### config.mk
export PLATFORM = sky130hd
export DESIGN_NAME = sfha_fit_eval
export DESIGN_NICKNAME = d
export VERILOG_FILES = /design/src/hw/rtl/sfha_pkg.sv /design/src/hw/rtl/sfha_fit_eval.sv
export SDC_FILE = /design/constraint.sdc
export NUM_CORES = 1
export LEC_CHECK = 0
export ABC_AREA = 1
export BUFFER_PORTS_ARGS = -buffer_cell sky130_fd_sc_hd__buf_2
export CAP_MARGIN = 30
export CORE_MARGIN = 4
export CORE_UTILIZATION = 40
export DETAILED_ROUTE_END_ITERATION = 10
export PLACE_DENSITY = 0.69
export SLEW_MARGIN = 20
export SYNTH_ARGS = -nofsm -noshare
export SYNTH_HDL_FRONTEND = slang
export SYNTH_SLANG_ARGS = --single-unit
### constraint.sdc
create_clock -name clk -period 14.1 [get_ports clk]
set_clock_uncertainty 0.1 [all_clocks]
set_input_delay 2.82 -clock clk [delete_from_list [all_inputs] [get_ports clk]]
set_output_delay 2.82 -clock clk [all_outputs]
set_load 0.02 [all_outputs]
### src/hw/rtl/sfha_pkg.sv
`timescale 1ns / 1ps
package sfha_pkg;

  localparam int ADDR_BITS = 48;

  typedef logic [ADDR_BITS-1:0] addr_t;
  typedef logic [1:0]           opcode_t;
  typedef logic [2:0]           status_t;
  typedef logic [1:0]           cfg_idx_t;

  localparam opcode_t OP_ALLOC   = 2'd0;
  localparam opcode_t OP_RELEASE = 2'd1;
  localparam opcode_t OP_QUERY   = 2'd2;

  localparam status_t ST_OK      = 3'd0;
  localparam status_t ST_NOFIT   = 3'd1;
  localparam status_t ST_REJ     = 3'd2;
  localparam status_t ST_UNKNOWN = 3'd3;
  localparam status_t ST_FULL    = 3'd4;

  localparam cfg_idx_t CFG_BASE   = 2'd0;
  localparam cfg_idx_t CFG_SIZE   = 2'd1;
  localparam cfg_idx_t CFG_THRESH = 2'd2;

  // last drain counter value after the last read of a scan; once reached, its pipeline is empty
  localparam logic [1:0] DRAIN_LAST = 2'd3;

  typedef struct packed {
    logic       fit;
    logic [5:0] bucket;
    addr_t      at;
    addr_t      seg_start;
    addr_t      seg_len;
  } fit_res_t;

  function automatic logic [5:0] log2_floor(input addr_t v);
    logic [5:0] r;
    r = '0;
    for (int i = 1; i < ADDR_BITS; i++) begin
      if (v[i]) r = 6'(i);
    end
    return r;
  endfunction

endpackage

### src/hw/rtl/sfha_fit_eval.sv
`timescale 1ns / 1ps
module sfha_fit_eval #(
  parameter int IW = 6
) (
  input  logic               clk,
  input  logic               rst_n,
  input  logic               in_v,
  input  logic [IW-1:0]      in_idx,
  input  logic               seg_vld,
  input  sfha_pkg::addr_t    seg_start,
  input  sfha_pkg::addr_t    seg_len,
  input  sfha_pkg::addr_t    req,
  input  sfha_pkg::addr_t    amask,
  input  logic               low,
  output logic               out_v,
  output logic [IW-1:0]      out_idx,
  output sfha_pkg::fit_res_t res
);
  import sfha_pkg::*;

  logic          s1_v_r, out_v_r;
  logic [IW-1:0] s1_idx_r, out_idx_r;
  logic          s1_sv_r, s1_ge_r;
  addr_t         s1_pad_r, s1_d_r, s1_a_r, s1_len_r;
  logic [5:0]    s1_bk_r;
  fit_res_t      res_r, res_nxt;

  logic  fit_lo, fit_hi;
  addr_t at_lo, at_hi, sum_hi;

  // second stage: finish the fit test and form the candidate address
  always_comb begin
    fit_lo = s1_sv_r && (s1_pad_r <= s1_len_r) && (req <= s1_len_r - s1_pad_r);
    at_lo  = s1_a_r + s1_pad_r;
    sum_hi = s1_a_r + s1_d_r;
    at_hi  = sum_hi & ~amask;
    fit_hi = s1_sv_r && s1_ge_r && (at_hi >= s1_a_r);
    res_nxt.fit       = low ? fit_lo : fit_hi;
    res_nxt.bucket    = s1_bk_r;
    res_nxt.at        = low ? at_lo : at_hi;
    res_nxt.seg_start = s1_a_r;
    res_nxt.seg_len   = s1_len_r;
  end

  always_ff @(posedge clk) begin
    if (!rst_n) begin
      s1_v_r  <= 1'b0;
      out_v_r <= 1'b0;
    end else begin
      s1_v_r  <= in_v;
      out_v_r <= s1_v_r;
    end
  end

  always_ff @(posedge clk) begin
    s1_idx_r  <= in_idx;
    s1_sv_r   <= seg_vld;
    s1_ge_r   <= req <= seg_len;
    s1_pad_r  <= (addr_t'(0) - seg_start) & amask;
    s1_d_r    <= seg_len - req;
    s1_a_r    <= seg_start;
    s1_len_r  <= seg_len;
    s1_bk_r   <= log2_floor(seg_len);
    out_idx_r <= s1_idx_r;
    res_r     <= res_nxt;
  end

  assign out_v   = out_v_r;
  assign out_idx = out_idx_r;
  assign res     = res_r;

endmodule

==> results of run 1 <==
[worst max path at each step]
stage,start,to,slack (ns),cells past startpoint
floorplan,seg_len[0],s1_d_r[46],8.27,27
global placement,seg_len[0],s1_d_r[46],7.88,28
detailed placement,seg_len[0],s1_d_r[46],7.83,28
CTS,s1_pad_r[0],res[150],8.14,32
global route,s1_pad_r[0],res[150],7.55,32
finish,s1_pad_r[0],res[150],8.17,32
[layout make-up]
type                            count  share of cell area [%]
Inverter                          431                    6.22
Timing Repair Buffer              361                    6.95
Multi-Input combinational cell   1922                    49.3
Tap cell                          696                    3.35
Clock inverter                     21                    1.33
Antenna cell                       18                   0.173
Sequential cell                   365                    28.1
Clock buffer                       55                    4.62
[sequential cells by signal (all words and copies together) (netlist names)]
register,count
s1_idx_r,6
s1_bk_r,6
s1_d_r,48
s1_sv_r,1
s1_ge_r,1
s1_len_r,48
s1_pad_r,48
res,151
s1_a_r,48
out_v,1
out_idx,6
s1_v_r,1
[cell usage in the layout, fill, tap and decap left out, types with 6 or more instances in the layout]
cell,instances
nand4_1,29
a21oi_2,28
o211ai_1,11
o31ai_1,6
a21oi_1,320
nor2_1,172
nand3_1,42
xnor2_1,70
a211oi_1,9
clkbuf_16,43
o21ai_1,20
a31oi_1,38
nand3_2,7
o21ai_0,134
xor2_1,71
ha_1,286
diode_2,18
nor2_2,11
dfxtp_1,365
a21boi_4,6
nor4_1,7
buf_2,360
o21ai_2,25
inv_2,16
or2_2,6
clkbuf_8,8
o21bai_1,6
a21boi_2,8
o21ai_4,7
bufinv_16,8
inv_1,414
o221ai_1,8
nand2_2,21
nor3b_1,7
clkinv_2,6
nor3_1,23
o21a_1,41
a21o_1,6
nand2_1,436
[cells in the mapped netlist (6+ instances only)]
master / instances
nand2_1: 436
nand4_1: 29
a21boi_2: 8
ha_1: 286
nand2_2: 21
nor3_1: 23
a31oi_1: 38
a21boi_4: 6
xor2_1: 71
nor2_2: 11
o31ai_1: 6
inv_2: 15
o21a_1: 41
a21o_1: 6
or2_2: 6
o21ai_1: 20
o21ai_4: 7
nor2_1: 172
o21ai_2: 25
a211oi_1: 9
clkbuf_1: 6
xnor2_1: 70
o221ai_1: 8
dfxtp_1: 365
o21bai_1: 6
a21oi_2: 28
o21ai_0: 134
nor4_1: 7
a21oi_1: 320
nand3_2: 7
nand3_1: 42
o211ai_1: 11
inv_1: 415
nor3b_1: 7
[kinds of logic (layout without fill, tap and decap cells)]
logic type,after synthesis,after routing,share of synthesized area [%]
buffers and inverters,441,868,7.61
other,0,18,0
AO/OA/AOI/OAI,713,713,21.0
adder cells (fa/ha/maj),290,290,16.8
AND/OR/NAND/NOR,778,778,15.4
flip-flops,365,365,33.5
XOR/XNOR,141,141,5.67
[power by group]
part           leakage, nW  total [mW]  internal, mW  switching [mW]
clock                0.760        1.22         0.750           0.469
sequential            3.07        1.21          1.14          0.0694
combinational         9.00        1.09         0.410           0.681
[per-stage QoR]
stage	utilization (%)	std cells	setup slack (ns)	total power, mW
floorplan	-	2728	8.27	1.98
global placement	45.4	3775	7.88	2.29
detailed placement	45.4	3775	7.83	2.30
CTS	48.3	3851	8.14	3.53
global route	48.3	3865	7.55	3.71
finish	48.3	3869	8.17	3.52
[worst register-to-register path, delay by kind of cell, from the launching register on]
family,cells,cell delay (ns)
compound gates,12,2.12
simple gates,13,1.88
fa+ha+maj,3,0.91
flops,1,0.44
buf+inv,3,0.20
xor+xnor,1,0.11
[routing by layer]
metal / up-vias / routed length [µm] / global-route usage (%)
met5: - / 20 / 0
met4: 4 / 2040 / 7.82
met3: 116 / 5320 / 3.97
met2: 664 / 29600 / 34.6
met1: 8883 / 34300 / 35.0
li1: 9997 / - / -
==> impl_metrics.prom, run 1 <==
# TYPE chip_impl_metric gauge
chip_impl_metric{name="final_hold_viol_count",unit=""} 0
chip_impl_metric{name="timing.final.crit_share",unit="%"} 42.0
chip_impl_info{name="timing.hold.worst.start",value="s1_idx_r[4]"} 1
chip_impl_info{name="crit_path_start_kind",value="flip-flop"} 1
chip_impl_metric{name="floorplan.core_area",unit="µm²"} 53800
chip_impl_metric{name="delay_contributed_by_the_slowest_stage_of_the_critical_path",unit="ns"} 0.52
chip_impl_metric{name="synth_area",unit="µm²"} 21800
chip_impl_metric{name="grt_overflow_total",unit=""} 0
chip_impl_metric{name="grt_pass1_wl",unit="µm"} 105000
chip_impl_metric{name="grt_start_max_net_pins",unit=""} 97
chip_impl_metric{name="drt_first_iter_violations",unit=""} 1559
chip_impl_metric{name="grt_antenna_before_repair",unit=""} 19
chip_impl_metric{name="postSynthCellCount",unit=""} 2728
chip_impl_metric{name="area_growth",unit="%"} 19.4
chip_impl_metric{name="worst_hold_depth",unit=""} 0
chip_impl_info{name="criticalPathCategory",value="reg2reg"} 1
chip_impl_metric{name="numCtsBuffers",unit=""} 42
chip_impl_info{name="timing.critical_path.slowest_stage_cell",value="nor4_1"} 1
chip_impl_info{name="dominantRegCellSynth",value="dfxtp_1"} 1
chip_impl_metric{name="hold-worst-slack",unit="ns"} 0.225
chip_impl_metric{name="average_footprint_of_a_synthesized_cell",unit="µm²"} 7.98
chip_impl_metric{name="die-area",unit="µm²"} 58200
chip_impl_metric{name="postCtsSetupBuffers",unit=""} 0
chip_impl_metric{name="synth_warnings",unit=""} 0
chip_impl_metric{name="detailed_place.area",unit="µm²"} 24400
chip_impl_metric{name="grt_util_all_layers",unit="%"} 23.6
chip_impl_info{name="critPathTopFamily",value="compound AO/OA/AOI/OAI gates"} 1
chip_impl_metric{name="drt-wirelength-per-cell",unit="µm"} 18.4
chip_impl_metric{name="clk_latency",unit="ns"} 0.58
chip_impl_info{name="hold_path_class",value="reg2reg"} 1
chip_impl_metric{name="detailedRoute.firstPassIterationCount",unit=""} 5
chip_impl_metric{name="cts.repair.resized",unit=""} 0
chip_impl_metric{name="maxClockFrequency",unit="MHz"} 169
chip_impl_metric{name="synthArstFlopShare",unit="%"} 0
chip_impl_metric{name="synth.ff_latch_count",unit=""} 365
chip_impl_info{name="cts_tree",value="yes"} 1
chip_impl_metric{name="reg2reg_slack",unit="ns"} 8.17
chip_impl_metric{name="synth_top_area_share",unit="%"} 33.5
chip_impl_info{name="worst_setup_path_end_kind",value="flip-flop"} 1
chip_impl_metric{name="floorplan.initialDensity",unit="%"} 40.5
chip_impl_info{name="result_of_the_run",value="finished, final reports clean"} 1
chip_impl_metric{name="ff_latch_area",unit="µm²"} 7310
chip_impl_metric{name="clock_sink_count",unit=""} 365
chip_impl_metric{name="synth_cell_type_count",unit=""} 68
chip_impl_metric{name="chipHeight",unit="µm"} 241
chip_impl_metric{name="required",unit="ns"} 14.43
chip_impl_metric{name="mappedNetlistNets",unit=""} 3221
chip_impl_info{name="cts-root-buf",value="clkbuf_16"} 1
chip_impl_metric{name="final_period_minus_worst_setup_slack",unit="ns"} 5.93
chip_impl_metric{name="dpl.hpwl",unit="µm"} 60100
chip_impl_metric{name="final_net_count",unit=""} 3616
chip_impl_metric{name="drt_wirelength",unit="µm"} 71300
chip_impl_metric{name="worst-endpoint-arrival",unit="ns"} 6.26
chip_impl_metric{name="worst_pin_slew",unit="ns"} 0.935
chip_impl_metric{name="fill_cells",unit=""} 5346
chip_impl_metric{name="synth-edff-count",unit=""} 0
chip_impl_metric{name="timing.critical_path.buf_inv",unit=""} 3
chip_impl_metric{name="cts-htree-levels",unit=""} 2
chip_impl_metric{name="gp_congestion",unit=""} 1.01
chip_impl_metric{name="via_count",unit=""} 19664
chip_impl_info{name="synth_top_area_cell",value="dfxtp_1"} 1
chip_impl_metric{name="first_global_vias",unit=""} 18496
chip_impl_metric{name="r2r_cells",unit=""} 32
chip_impl_metric{name="multiInputGateArea",unit="µm²"} 12800
chip_impl_metric{name="cts_max_path_buffers",unit=""} 3
chip_impl_metric{name="ant_nets",unit=""} 0
chip_impl_metric{name="drv.max_cap_violation_count",unit=""} 0
chip_impl_metric{name="drt_drc_violations_left",unit=""} 0
chip_impl_metric{name="clk_transition_reported_paths",unit="ns"} 0.06
chip_impl_info{name="reg2reg_to",value="res[150]"} 1
chip_impl_metric{name="floorplan.rows",unit=""} 85
chip_impl_metric{name="synth.yosys.seq_area_share",unit="%"} 33.5
chip_impl_metric{name="setup_viol",unit=""} 0
chip_impl_info{name="grt_setup_unrepaired",value="false"} 1
chip_impl_metric{name="layout.cell_area.non_filler",unit="µm²"} 26000
chip_impl_metric{name="viasPerCell",unit=""} 5.08
chip_impl_metric{name="boundaryPins",unit=""} 361
chip_impl_metric{name="critical_path_peak_fanout",unit=""} 3
chip_impl_info{name="critical_path.most_common_cell",value="nand2_1"} 1
chip_impl_metric{name="setup_total_negative_slack",unit="ns"} 0
chip_impl_metric{name="portBuffers",unit=""} 360
chip_impl_info{name="min_to",value="out_idx[4]"} 1
chip_impl_info{name="synthTopCellsByArea",value="dfxtp_1, ha_1, nand2_1"} 1
chip_impl_metric{name="hold_buffers",unit=""} 0
chip_impl_metric{name="maxSlewHeadroom",unit="%"} 37.7
chip_impl_metric{name="drive_above_1_share",unit="%"} 19.3
chip_impl_info{name="r2r_start",value="s1_pad_r[0]"} 1
chip_impl_metric{name="floorplan.die.width",unit="µm"} 241
chip_impl_metric{name="power.ir.vdd_worst",unit="V"} 0.0000815
chip_impl_metric{name="powerDensity",unit="nW/µm²"} 135
chip_impl_metric{name="power.leakage",unit="nW"} 12.8
chip_impl_metric{name="finalMaxSlewViolations",unit=""} 0
(Power assumes the default switching activity.)
==> run 2: changes to the inputs <==
Clock period 14.1 ns to 5.8 ns, I/O delays scaled along.
==> run 2 against run 1 <==
Effect of this change:
- first-iteration DRC count is 3.7% higher
- register-to-register slack got worse by 7.7 ns
- routed wire length up 0.67%
- worst setup slack got worse by 7.7 ns
- cell area shrank 0.58%
- sequential power up 140%
- cell count fell by 0.10%
- largest cell class unchanged
==> impl_metrics.prom, run 2 (same netlist as run 1, synthesis figures left out) <==
# TYPE chip_impl_metric gauge
chip_impl_metric{name="setup_total_negative_slack",unit="ns"} 0
chip_impl_info{name="timing.hold.worst.start",value="s1_bk_r[1]"} 1
chip_impl_info{name="reg2reg_to",value="res[150]"} 1
chip_impl_metric{name="required",unit="ns"} 6.11
chip_impl_info{name="min_to",value="res[145]"} 1
chip_impl_info{name="cts-root-buf",value="clkbuf_16"} 1
chip_impl_metric{name="reg2reg_slack",unit="ns"} 0.45
chip_impl_info{name="most_used_cells_in_the_layout_excluding_fill_and_tap_cells",value="nand2_1, inv_1, dfxtp_1"} 1
chip_impl_metric{name="drt_first_iter_violations",unit=""} 1617
chip_impl_metric{name="grt_use_met2",unit="%"} 34.0
chip_impl_info{name="grt_setup_unrepaired",value="false"} 1
chip_impl_info{name="cts_tree",value="yes"} 1
chip_impl_info{name="hold_path_class",value="reg2reg"} 1
chip_impl_metric{name="power.ir.vdd_worst",unit="V"} 0.000222
chip_impl_info{name="layout_commonest_cell",value="nand2_1"} 1
chip_impl_metric{name="final_period_minus_worst_setup_slack",unit="ns"} 5.35
chip_impl_metric{name="largest_reg_flops",unit=""} 151
chip_impl_info{name="r2r_start",value="s1_a_r[0]"} 1
chip_impl_info{name="timing.critical_path.slowest_stage_cell",value="a2111oi_0"} 1
chip_impl_metric{name="drt-wirelength-per-cell",unit="µm"} 18.6
chip_impl_metric{name="numCtsBuffers",unit=""} 42
chip_impl_metric{name="setup_viol",unit=""} 0
chip_impl_info{name="criticalPathCategory",value="reg2reg"} 1
chip_impl_metric{name="powerDensity",unit="nW/µm²"} 319
chip_impl_metric{name="fin_ws",unit="ns"} 0.450
chip_impl_metric{name="worst-endpoint-arrival",unit="ns"} 5.66
chip_impl_metric{name="fill_cells",unit=""} 5368
chip_impl_metric{name="power.leakage",unit="nW"} 12.7
chip_impl_metric{name="grt_overflow_total",unit=""} 0
chip_impl_metric{name="worst_pin_slew",unit="ns"} 0.799
chip_impl_info{name="result_of_the_run",value="finished, final reports clean"} 1
chip_impl_metric{name="viasPerCell",unit=""} 5.05
chip_impl_metric{name="floorplan.rows",unit=""} 85
chip_impl_metric{name="ant_nets",unit=""} 0
chip_impl_metric{name="final_net_count",unit=""} 3616
chip_impl_metric{name="chipHeight",unit="µm"} 241
chip_impl_metric{name="gp_congestion",unit=""} 0.986
chip_impl_metric{name="area_growth",unit="%"} 18.7
chip_impl_metric{name="die-area",unit="µm²"} 58200
chip_impl_info{name="global_route.peak_usage_layer",value="met1"} 1
chip_impl_metric{name="maxSlewHeadroom",unit="%"} 46.2
chip_impl_metric{name="dpl.hpwl",unit="µm"} 60500
chip_impl_metric{name="grt_util_all_layers",unit="%"} 23.6
chip_impl_metric{name="portBuffers",unit=""} 360
chip_impl_metric{name="finalMaxSlewViolations",unit=""} 0
chip_impl_metric{name="drv.max_cap_violation_count",unit=""} 0
chip_impl_info{name="critical_path.most_common_cell",value="nand2_2"} 1
chip_impl_metric{name="final_hold_viol_count",unit=""} 0
chip_impl_info{name="crit_path_start_kind",value="flip-flop"} 1
chip_impl_metric{name="critical_path_peak_fanout",unit=""} 4
chip_impl_metric{name="detailedRoute.firstPassIterationCount",unit=""} 6
chip_impl_metric{name="drive_above_1_share",unit="%"} 19.3
chip_impl_metric{name="floorplan.initialDensity",unit="%"} 40.5
chip_impl_metric{name="clk_transition_reported_paths",unit="ns"} 0.06
chip_impl_metric{name="first_global_vias",unit=""} 18276
chip_impl_metric{name="grt_use_met1",unit="%"} 35.5
chip_impl_metric{name="floorplan.core_area",unit="µm²"} 53800
chip_impl_metric{name="cts_max_path_buffers",unit=""} 3
chip_impl_metric{name="drt_drc_violations_left",unit=""} 0
chip_impl_metric{name="grt_antenna_before_repair",unit=""} 15
chip_impl_metric{name="clk_latency",unit="ns"} 0.58
chip_impl_metric{name="grt_pass1_wl",unit="µm"} 105000
chip_impl_metric{name="boundaryPins",unit=""} 361
chip_impl_info{name="worst_setup_path_end_kind",value="flip-flop"} 1
chip_impl_metric{name="r2r_cells",unit=""} 33
chip_impl_metric{name="grt_start_max_net_pins",unit=""} 72
chip_impl_metric{name="pre_cts_ws",unit="ns"} 0.465
chip_impl_metric{name="floorplan.die.width",unit="µm"} 241
chip_impl_metric{name="maxClockFrequency",unit="MHz"} 187
chip_impl_metric{name="clock_sink_count",unit=""} 365
chip_impl_metric{name="drt_wirelength",unit="µm"} 71700
chip_impl_metric{name="cts-htree-levels",unit=""} 2
chip_impl_metric{name="delay_contributed_by_the_slowest_stage_of_the_critical_path",unit="ns"} 0.47
chip_impl_metric{name="met3_usage",unit="%"} 4.13
chip_impl_metric{name="worst_hold_depth",unit=""} 0
chip_impl_metric{name="via_count",unit=""} 19503
chip_impl_metric{name="timing.final.crit_share",unit="%"} 92.2
## run 2: critical path: cells and delay by family (launching register included)
family | cells | cell delay, ns
AND/OR/NAND/NOR | 12 | 1.08
buffers and inverters | 2 | 0.11
adder cells (fa/ha/maj) | 3 | 0.89
flip-flops | 1 | 0.38
AO/OA/AOI/OAI | 16 | 2.64
## run 2: worst max-delay path by stage
stage | startpoint | end | slack, ns
finish | s1_a_r[0] | res[150] | 0.45
global route | s1_pad_r[0] | res[150] | 0.02
CTS | s1_pad_r[0] | res[150] | 0.42
detailed placement | s1_pad_r[0] | res[150] | 0.47
global placement | s1_pad_r[0] | res[150] | 0.58
floorplan | s1_pad_r[2] | res[150] | 1.18
## run 2: per-stage QoR
| step | hold slack (ns) | cells | util (%) | power [mW] | instance area (µm²) |
|---|---|---|---|---|---|
| 3_5_place_dp | 0.213 | 3775 | 45.4 | 5.59 | 24400 |
| 5_1_grt | 0.228 | 3864 | 48.1 | 8.74 | 25900 |
| 3_3_place_gp | 0.210 | 3775 | 45.4 | 5.57 | 24400 |
| 4_1_cts | 0.228 | 3850 | 48.0 | 8.28 | 25800 |
| 6_report | 0.227 | 3865 | 48.1 | 8.26 | 25900 |
| 2_1_floorplan | 0.210 | 2728 | - | 4.80 | 21800 |
## run 2: cell type report
cell class              count  area (µm²)  area share (%)
multi-input cells        1922       12800            49.6
flip-flops and latches    365        7310            28.3
repair buffers            361        1810            7.00
inverters                 431        1620            6.26
clock buffers              53        1160            4.50
well taps                 696         871            3.37
clock inverters            22         234           0.905
diodes                     15        37.5           0.145
## run 2: metal layers
layer  vias to the layer above  share of wire [%]
li1                       9961                  -
met1                      8783                 49
met2                       640                 40
met3                       119                7.0
met4                         0                3.5
met5                         -                  0
## run 2: timing repair
action,4_1_cts,5_1_grt
hold buffers,0,0
endpoints found under the hold margin,0,0
setup buffers,0,0
setup endpoints to repair,0,1
gates resized for setup,0,1
## run 2: power by group
part           internal [mW]  leakage (nW)  switching (mW)
Clock                   1.57         0.673            1.11
Combinational          0.999          9.00            1.67
Sequential              2.76          3.07           0.158
Total                   5.33          12.7            2.93
==> run 3: changes to the inputs <==
Settings changed: CAP_MARGIN 30 to 20, CORE_UTILIZATION 40 to 50, PLACE_DENSITY 0.69 to 0.81.
==> run 3 against run 2 <==
Effect of this change:
- non-clock buffer count unchanged
- total power decreased by 2.3%
- register-to-register slack about the same
- first-iteration DRC count decreased by 3.7%
- core utilization grew 11 points
- critical path type unchanged
- largest cell class unchanged
- highest routed layer is now met5
==> impl_metrics.prom, run 3 (same netlist as run 1, synthesis figures left out) <==
# TYPE chip_impl_metric gauge
chip_impl_info{name="result_of_the_run",value="finished, final reports clean"} 1
chip_impl_metric{name="cts_max_path_buffers",unit=""} 3
chip_impl_metric{name="detailedRoute.firstPassIterationCount",unit=""} 8
chip_impl_info{name="worst_setup_path_end_kind",value="flip-flop"} 1
chip_impl_metric{name="timing.final.crit_share",unit="%"} 92.4
chip_impl_info{name="criticalPathCategory",value="reg2reg"} 1
chip_impl_metric{name="via_count",unit=""} 19932
chip_impl_metric{name="gp_congestion",unit=""} 0.993
chip_impl_metric{name="chipHeight",unit="µm"} 217
chip_impl_metric{name="numCtsBuffers",unit=""} 39
chip_impl_metric{name="powerDensity",unit="nW/µm²"} 315
chip_impl_metric{name="drt_wirelength",unit="µm"} 67400
chip_impl_info{name="crit_path_start_kind",value="flip-flop"} 1
chip_impl_metric{name="pre_cts_ws",unit="ns"} 0.441
chip_impl_metric{name="floorplan.rows",unit=""} 76
chip_impl_metric{name="maxSlewHeadroom",unit="%"} 39.8
chip_impl_metric{name="final_hold_viol_count",unit=""} 0
chip_impl_metric{name="drive_above_1_share",unit="%"} 19.0
chip_impl_metric{name="floorplan.core_area",unit="µm²"} 43100
chip_impl_metric{name="largest_reg_flops",unit=""} 151
chip_impl_metric{name="area_growth",unit="%"} 17.5
chip_impl_info{name="timing.critical_path.slowest_stage_cell",value="fa_1"} 1
chip_impl_metric{name="drv.max_cap_violation_count",unit=""} 0
chip_impl_info{name="cts-root-buf",value="clkbuf_16"} 1
chip_impl_metric{name="fin_ws",unit="ns"} 0.439
chip_impl_metric{name="place.detailed.instances",unit=""} 3664
chip_impl_metric{name="setup_total_negative_slack",unit="ns"} 0
chip_impl_metric{name="portBuffers",unit=""} 360
chip_impl_metric{name="design_power_total",unit="mW"} 8.07
chip_impl_metric{name="grt_antenna_before_repair",unit=""} 12
chip_impl_metric{name="drt_first_iter_violations",unit=""} 1557
chip_impl_metric{name="grt_start_max_net_pins",unit=""} 56
chip_impl_metric{name="viasPerCell",unit=""} 5.33
chip_impl_info{name="critical_path.most_common_cell",value="nand2_1"} 1
chip_impl_info{name="layout_commonest_cell",value="nand2_1"} 1
chip_impl_metric{name="cts-htree-levels",unit=""} 2
chip_impl_metric{name="clk_latency",unit="ns"} 0.56
chip_impl_metric{name="power.leakage",unit="nW"} 12.7
chip_impl_info{name="hold_path_class",value="reg2reg"} 1
chip_impl_metric{name="dpl.hpwl",unit="µm"} 55900
chip_impl_metric{name="worst-endpoint-arrival",unit="ns"} 5.68
chip_impl_metric{name="critical_path_peak_fanout",unit=""} 3
chip_impl_info{name="most_used_cells_in_the_layout_excluding_fill_and_tap_cells",value="nand2_1, inv_1, dfxtp_1"} 1
chip_impl_info{name="cts_tree",value="yes"} 1
chip_impl_metric{name="setup_viol",unit=""} 0
chip_impl_metric{name="boundaryPins",unit=""} 361
chip_impl_metric{name="final_period_minus_worst_setup_slack",unit="ns"} 5.36
chip_impl_metric{name="drt-wirelength-per-cell",unit="µm"} 18.0
chip_impl_metric{name="die-area",unit="µm²"} 47000
chip_impl_metric{name="ant_nets",unit=""} 0
chip_impl_metric{name="grt_pass1_wl",unit="µm"} 103000
chip_impl_metric{name="drt_drc_violations_left",unit=""} 0
chip_impl_metric{name="finalMaxSlewViolations",unit=""} 0
chip_impl_metric{name="stdcell_count",unit=""} 3742
chip_impl_metric{name="clk_transition_reported_paths",unit="ns"} 0.06
chip_impl_metric{name="first_global_vias",unit=""} 18949
chip_impl_metric{name="grt_util_all_layers",unit="%"} 27.7
chip_impl_metric{name="floorplan.initialDensity",unit="%"} 50.6
chip_impl_metric{name="delay_contributed_by_the_slowest_stage_of_the_critical_path",unit="ns"} 0.41
chip_impl_info{name="grt_setup_unrepaired",value="false"} 1
chip_impl_metric{name="final_net_count",unit=""} 3613
chip_impl_metric{name="floorplan.die.width",unit="µm"} 217
chip_impl_metric{name="clock_sink_count",unit=""} 365
chip_impl_metric{name="maxClockFrequency",unit="MHz"} 187
chip_impl_metric{name="required",unit="ns"} 6.12
chip_impl_metric{name="power.ir.vdd_worst",unit="V"} 0.000224
chip_impl_metric{name="worst_pin_slew",unit="ns"} 0.895
chip_impl_metric{name="grt_overflow_total",unit=""} 0
[run 3: cell types whose count changed in the layout (fill, tap and decap cells not counted), sizes merged]
cell / change
diode: -4
inv: +3
clkinv: -5
clkinvlp: -6
[run 3: power by group]
| group | total, mW | internal, mW | switching, mW |
|---|---|---|---|
| clock network | 2.49 | 1.46 | 1.03 |
| logic | 2.68 | 0.999 | 1.68 |
| registers | 2.90 | 2.76 | 0.137 |
[run 3: layer usage]
metal  GRT usage [%]  vias up  wire length (µm)
li1                -     9975                 -
met1            39.5     9032             30700
met2            42.2      783             28700
met3            4.88      138              5580
met4            9.41        4              2360
met5               0        -                21
[run 3: repair_timing]
action / 4_1_cts / 5_1_grt
resized for setup: 0 / 1
endpoints found under the setup margin: 0 / 1
hold buffers: 0 / 0
buffers inserted: 0 / 0
[run 3: area by class of cell]
cell class | count | area (µm²)
clock buffer | 53 | 1100
tap | 585 | 732
antenna | 11 | 27.5
fill | 3888 | 17500
clock inverter | 14 | 166
multi-input combinational | 1922 | 12800
inverter | 431 | 1620
timing repair buffer | 361 | 1810
sequential | 365 | 7310
[run 3: critical path: cells and delay by family (launching register included)]
family | cells | cell delay [ns]
AND/OR/NAND/NOR | 13 | 1.56
AO/OA/AOI/OAI | 12 | 2.03
adder cells (fa/ha/maj) | 3 | 0.86
XOR/XNOR | 1 | 0.10
buffers and inverters | 3 | 0.21
flip-flops | 1 | 0.35
[run 3: final timing paths]
check / cells after the start / startpoint / slack, ns / endpoint
hold reg to reg: 0 / s1_idx_r[0] / 0.23 / out_idx[0]
hold / removal: 0 / s1_idx_r[0] / 0.23 / out_idx[0]
setup reg to reg: 32 / s1_pad_r[0] / 0.44 / res[150]
setup / recovery: 32 / s1_pad_r[0] / 0.44 / res[150]
[run 3: per-stage QoR]
step           cell area [µm²]  util (%)  hold slack, ns
6_report                 25600      59.4           0.226
5_1_grt                  25600      59.4           0.235
4_1_cts                  25500      59.3           0.228
3_5_place_dp             24300      56.4           0.215
3_3_place_gp             24300      56.4           0.210
2_1_floorplan            21800         -           0.210
